<file path="src/hw/rtl/history_and_fail_high_table_core_defines.svh">
// ---------------------------------------------------------------------------
// History and fail-high table: assertion macros
// Concurrent checks on clk, disabled while rst_n is low.
// ---------------------------------------------------------------------------
`ifndef HISTORY_AND_FAIL_HIGH_TABLE_CORE_DEFINES_SVH
`define HISTORY_AND_FAIL_HIGH_TABLE_CORE_DEFINES_SVH
`ifndef SYNTHESIS
`define HAFH_ASSERT(lbl, prop, msg) \
  lbl: assert property (@(posedge clk) disable iff (!rst_n) prop) else $error(msg);
`define HAFH_ASSERT_IMP(lbl, ante, cons, msg) \
  lbl: assert property (@(posedge clk) disable iff (!rst_n) (ante) |-> (cons)) else $error(msg);
`else
`define HAFH_ASSERT(lbl, prop, msg)
`define HAFH_ASSERT_IMP(lbl, ante, cons, msg)
`endif
`endif

</file>
<file path="src/hw/rtl/hafh_pkg.sv">
// ---------------------------------------------------------------------------
// History and fail-high table package
// Sizes, action codes, states and memory port types.
// ---------------------------------------------------------------------------
`timescale 1ns / 1ps
package hafh_pkg;
  localparam int PIECE_KINDS   = 14;
  localparam int SQUARES       = 128;
  localparam int STATS_ENTRIES = 131072;
  localparam int HISTORY_BITS  = 24;
  localparam int PLY_UNITS     = 16;

  localparam int PIECE_W = 4;
  localparam int SQ_W    = 7;
  localparam int SIDX_W  = 17;
  localparam int DEPTH_W = 10;
  localparam int HV_W    = 24;
  localparam int PCT_W   = 7;
  localparam int STAT_W  = 16;

  localparam int HIST_ENTRIES = PIECE_KINDS * SQUARES;
  localparam int HIST_AW      = $clog2(HIST_ENTRIES);
  localparam int STATS_AW     = $clog2(STATS_ENTRIES);
  localparam int CLR_ENTRIES  = (HIST_ENTRIES > STATS_ENTRIES) ? HIST_ENTRIES : STATS_ENTRIES;
  localparam int CNT_W        = $clog2(CLR_ENTRIES + 1);

  localparam int PLY_W   = $clog2(((1 << DEPTH_W) - 1) / PLY_UNITS + 2);
  localparam int INC_W   = 2 * PLY_W;
  localparam int SUM_W   = ((HISTORY_BITS > INC_W) ? HISTORY_BITS : INC_W) + 1;
  localparam int SH_STEPS = (SUM_W - HISTORY_BITS + 3) / 4;
  localparam int SHIFT_W = $clog2(SUM_W + 1);

  localparam int PCT_SCALE = 100;
  localparam int NUM_W     = STAT_W + $clog2(PCT_SCALE + 1);
  localparam logic [STAT_W-1:0] STAT_MAX = 16'hFFFF;
  localparam logic [STAT_W-1:0] STAT_ONE = 16'h0001;

  typedef enum logic [2:0] {
    ACT_REWARD   = 3'd0,
    ACT_PENALIZE = 3'd1,
    ACT_QUERY    = 3'd2,
    ACT_AGE      = 3'd3,
    ACT_CLEAR    = 3'd4
  } action_t;

  typedef enum logic [2:0] {
    ST_CLR, ST_IDLE, ST_AGE, ST_READ, ST_MOD, ST_SCALE, ST_DSTART, ST_DWAIT
  } state_t;

  typedef struct packed {
    logic                    en;
    logic [HIST_AW-1:0]      addr;
    logic [HISTORY_BITS-1:0] data;
  } hist_wr_t;

  typedef struct packed {
    logic                en;
    logic [STATS_AW-1:0] addr;
    logic [STAT_W-1:0]   fail;
    logic [STAT_W-1:0]   att;
  } stat_wr_t;
endpackage

</file>
<file path="src/hw/rtl/hafh_div.sv">
// ---------------------------------------------------------------------------
// Fail-high percentage divider
// Restoring division of 100*fails by attempts, one quotient bit a cycle.
// ---------------------------------------------------------------------------
`timescale 1ns / 1ps
module hafh_div import hafh_pkg::*; (
  input  logic              clk,
  input  logic              rst_n,
  input  logic              start,
  input  logic [STAT_W-1:0] fail,
  input  logic [STAT_W-1:0] att,
  output logic              done,
  output logic [PCT_W-1:0]  quot
);
  localparam int STEP_W = $clog2(PCT_W + 1);

  logic [NUM_W-1:0]  rem_r;
  logic [NUM_W-1:0]  den_r;
  logic [PCT_W-1:0]  q_r;
  logic [STEP_W-1:0] step_r;
  logic              run_r;
  logic              zero_r;
  logic              done_r;

  always_ff @(posedge clk) begin
    if (!rst_n) begin
      run_r  <= 1'b0;
      done_r <= 1'b0;
      step_r <= '0;
    end else begin
      done_r <= 1'b0;
      if (start) begin
        run_r  <= 1'b1;
        step_r <= STEP_W'(PCT_W);
      end else if (run_r) begin
        step_r <= step_r - 1'b1;
        if (step_r == STEP_W'(1)) begin
          run_r  <= 1'b0;
          done_r <= 1'b1;
        end
      end
    end
  end

  always_ff @(posedge clk) begin
    if (start) begin
      rem_r  <= NUM_W'(fail) * NUM_W'(PCT_SCALE);
      den_r  <= NUM_W'(att) << (PCT_W - 1);
      q_r    <= '0;
      zero_r <= (att == '0);
    end else if (run_r) begin
      if (rem_r >= den_r) begin
        rem_r <= rem_r - den_r;
        q_r   <= {q_r[PCT_W-2:0], 1'b1};
      end else begin
        q_r   <= {q_r[PCT_W-2:0], 1'b0};
      end
      den_r <= den_r >> 1;
    end
  end

  assign done = done_r;
  assign quot = zero_r ? '0 : q_r;
endmodule
</file>
<file path="config.mk">
export PLATFORM = sky130hd
export DESIGN_NAME = hafh_div
export DESIGN_NICKNAME = d
export VERILOG_FILES = /design/src/hw/rtl/history_and_fail_high_table_core_defines.svh /design/src/hw/rtl/hafh_pkg.sv /design/src/hw/rtl/hafh_div.sv
export SDC_FILE = /design/constraint.sdc
export NUM_CORES = 1
export LEC_CHECK = 0
export CAP_MARGIN = 40
export CORE_MARGIN = 2
export CORE_UTILIZATION = 33
export DETAILED_ROUTE_END_ITERATION = 16
export DONT_BUFFER_PORTS = 1
export PLACE_DENSITY = 0.48
export SYNTH_ARGS = -nofsm -noshare
export SYNTH_HDL_FRONTEND = slang
export SYNTH_SLANG_ARGS = --single-unit
</file>
<file path="constraint.sdc">
create_clock -name clk -period 8.7 [get_ports clk]
set_clock_uncertainty 0.1 [all_clocks]
set_input_delay 0.87 -clock clk [delete_from_list [all_inputs] [get_ports clk]]
set_output_delay 0.87 -clock clk [all_outputs]
set_load 0.005 [all_outputs]
</file>
==> run_results.csv <==
group,metric,value,unit
logic_synthesis,synth_fa_ha_area_share,22.8,%
clock_network,postCtsHoldBufs,0,
setup_path,path_cells,"ha_1, ha_1, inv_1, fa_1, inv_1, ha_1, o21ai_0, o21ai_0, nor2_1, a211oi_1, nor2_1, xnor2_1, a22o_1",
timing,finalSetupViolations,0,
floorplan,die_x,130,um
detailed_routing,wire_per_inst,15.4,um
detailed_routing,viasPerCell,5.06,
detailed_routing,drtPass1Iterations,5,
clock_network,clock_sinks,58,
logic_synthesis,ys_async_sr_fraction,0,%
detailed_routing,drcViolationCount,0,
logic_synthesis,synth_edf_count,38,
logic_synthesis,synth_nets,671,
setup_path,critical_path_class,"in -> reg",
timing,worst_slew_pin_slew,832,ps
floorplan,die_area,16900,um^2
logic_synthesis,yosysSeqAreaShare,29.5,%
clock_network,numCtsBuffers,9,
power,power_frac_clock,23.3,%
floorplan,initial_core_util,34.1,%
clock_network,cts_tree,"yes",
power,power.internal,0.000816,W
setup_path,slowest_stage,"fa_1",
clock_network,htree_levels,3,
setup_path,cp-start-kind,"primary input",
clock_network,clk_path_buf_depth,2,
power,pwr-share-comb,49.7,%
clock_network,cts_resized,0,
logic_synthesis,syn_inst,548,
clock_network,postCtsSetupRepairBufs,0,
detailed_routing,drtAntennaViolNets,0,
cells_and_area,final_cell_mix,"82 x inv_1, 76 x ha_1, 38 x edfxtp_1",
logic_synthesis,syn_area,5230,um^2
placed_design,port_buffers,0,
logic_synthesis,avgSynthCellArea,9.53,um^2
clock_network,clk_pin_slew_worst_paths,60,ps
grt,grt_pass1_wl,19600,um
floorplan,die_h,130,um
clock_network,clk-insertion-delay-late,330,ps
logic_synthesis,synth_ff_type,"edfxtp_1",
detailed_routing,drtIter0Drc,205,
cells_and_area,areaGrowthSynthToFinish,9.53,%
grt,grt_max_degree,68,
setup_path,cpPeakStageDelay,500,ps
timing,hold_viol_final,0,
logic_synthesis,synthXorXnorAreaFrac,6.03,%
logic_synthesis,yosys_warnings,0,
logic_synthesis,ys_ff_latch,58,
power,peakVddDrop,0.0780,mV
outcome,status,"completed",
detailed_routing,wl,11800,um
detailed_routing,vias,3873,
cells_and_area,seqCellArea,1540,um^2
timing,maxSlewViolCount,0,
floorplan,row_count,45,
grt,grt_pass1_vias,3962,
cells_and_area,layout.nets,673,
cells_and_area,multiInputGateArea,3320,um^2
power,swShare,40.1,%
cells_and_area,layout-drive-gt1-share,6.68,%
floorplan,core-area,15300,um^2
grt,grt_use_total,14.8,%
placed_design,dp.final_hpwl,9170,um
power,leakagePower,2.56,nW
setup_path,arrival,3860,ps
clock_network,cts-root-buf,"clkbuf_16",
power,power_density,238,nW/um^2
logic_synthesis,synthMuxAreaShare,2.78,%
logic_synthesis,synth_top_family_by_area,"adder cells",
logic_synthesis,synth.distinct_cells,62,
cells_and_area,final_common_cell,"inv_1",
cells_and_area,fill_cells,1571,
setup_path,crit_top_cell,"ha_1",
timing,period_minus_slack,3870,ps
timing,max_slew_margin,44.5,%
timing,grt_setup_unrepaired,"false",
setup_path,end_kind,"flop",
cells_and_area,n_antenna_cell,0,
setup_path,r2r_slack,5450,ps
logic_synthesis,yosysTopAreaCell,"edfxtp_1",
setup_path,critPathRequiredTime,8690,ps
placed_design,place_congestion,0.900,
floorplan,pin_count,43,
logic_synthesis,synth.top_cell.area_share,21.8,%
timing,max_freq,258,MHz
logic_synthesis,yosys.area_share.simple,10.8,%
timing,tns,0,ps
grt,grt_antenna_before_repair,0,
power,power.total,0.00136,W
grt,grt_overflow,0,
run,cap_violations,0,
power,switching_power,0.000546,W
timing,fin_crit_sh,44.5,%
hold_path,hp-class,"reg -> reg",
logic_synthesis,synth_area_leaders,"edfxtp_1 22%, ha_1 18%, dfxtp_1 7.7%, inv_1 5.9%, fa_1 4.6%",
logic_synthesis,synth-compound-area-share,21.1,%
power,seqPwrFrac,27.0,%
setup_path,critPathMaxFanout,5,
-- critical path: cells and delay by family --
family | cells | cell delay [ps]
compound gates | 4 | 1140
xor+xnor | 1 | 180
fa+ha+maj | 4 | 1410
buf+inv | 2 | 90
simple gates | 2 | 180
-- power groups by stage --
| stage | registers [W] | logic, W | clock network, W |
|---|---|---|---|
| 3_5_place_dp | 0.000372 | 0.000669 | 0 |
| 5_1_grt | 0.000372 | 0.000760 | 0.000335 |
| 3_3_place_gp | 0.000373 | 0.000667 | 0 |
| 4_1_cts | 0.000367 | 0.000675 | 0.000323 |
| 6_report | 0.000367 | 0.000677 | 0.000317 |
| 2_1_floorplan | 0.000364 | 0.000537 | 0 |
-- sequential cells by signal (all words and copies together), names as in the netlist --
| signal | count |
|---|---|
| rem_r | 23 |
| den_r | 22 |
| q_r | 7 |
| step_r | 3 |
| done | 1 |
| run_r | 1 |
| zero_r | 1 |
-- stage by stage --
stage          instances  utilization (%)  hold slack, ps  cell area (um^2)  setup slack [ps]
2_1_floorplan        548                -             340              5230              4770
4_1_cts              765             37.4             400              5720              4820
3_5_place_dp         750             35.7             386              5460              4450
5_1_grt              765             37.4             421              5720              4560
6_report             765             37.4             393              5720              4830
3_3_place_gp         748             35.5             375              5440              4520
-- cell families after synthesis --
logic type,after synthesis
compound gates,145
mux,14
fa+ha+maj,88
flops,58
buf+inv,94
simple gates,113
xor+xnor,36
-- cell usage after synthesis (3+ instances only) --
library cell  number
inv_1             82
ha_1              76
edfxtp_1          38
nor2_1            37
a22o_1            27
a21oi_1           25
nand2_1           25
dfxtp_1           20
o21ai_0           19
xor2_1            19
xnor2_1           17
mux2i_1           13
fa_1              12
a21o_1            10
nor2b_1            8
nor3_1             8
a211o_1            7
clkbuf_1           7
nand3_1            7
o31ai_1            7
nor4_1             6
o21a_1             6
a211oi_1           5
o211ai_1           5
a31oi_1            4
nand2b_1           4
o22ai_1            4
a32o_1             3
buf_1              3
nand4_1            3
o21bai_1           3
-- final timing paths --
| kind | depth (start not counted) | start | to |
|---|---|---|---|
| max | 13 | fail[9] | rem_r[19]$_DFFE_PP_ |
| min | 2 | q_r[6]$_SDFFE_PP0P_ | q_r[6]$_SDFFE_PP0P_ |
| max reg2reg | 9 | den_r[19]$_DFFE_PP_ | rem_r[14]$_DFFE_PP_ |
| min reg2reg | 2 | q_r[6]$_SDFFE_PP0P_ | q_r[6]$_SDFFE_PP0P_ |
-- layout make-up --
type                    instances  area share, %
repair buffers                  3          0.590
clock buffers                   9           3.94
clock inverters                 6          0.612
well taps                     211           4.61
inverters                      82           5.38
multi-input cells             396           57.9
flip-flops and latches         58           26.9
-- layer usage --
layer	GRT usage, %	wire [um]
met5	0	0
met1	20.8	5970
met4	6.64	353
met3	2.21	567
met2	22.7	4880
Note: power is estimated with default switching activity, not from simulation.
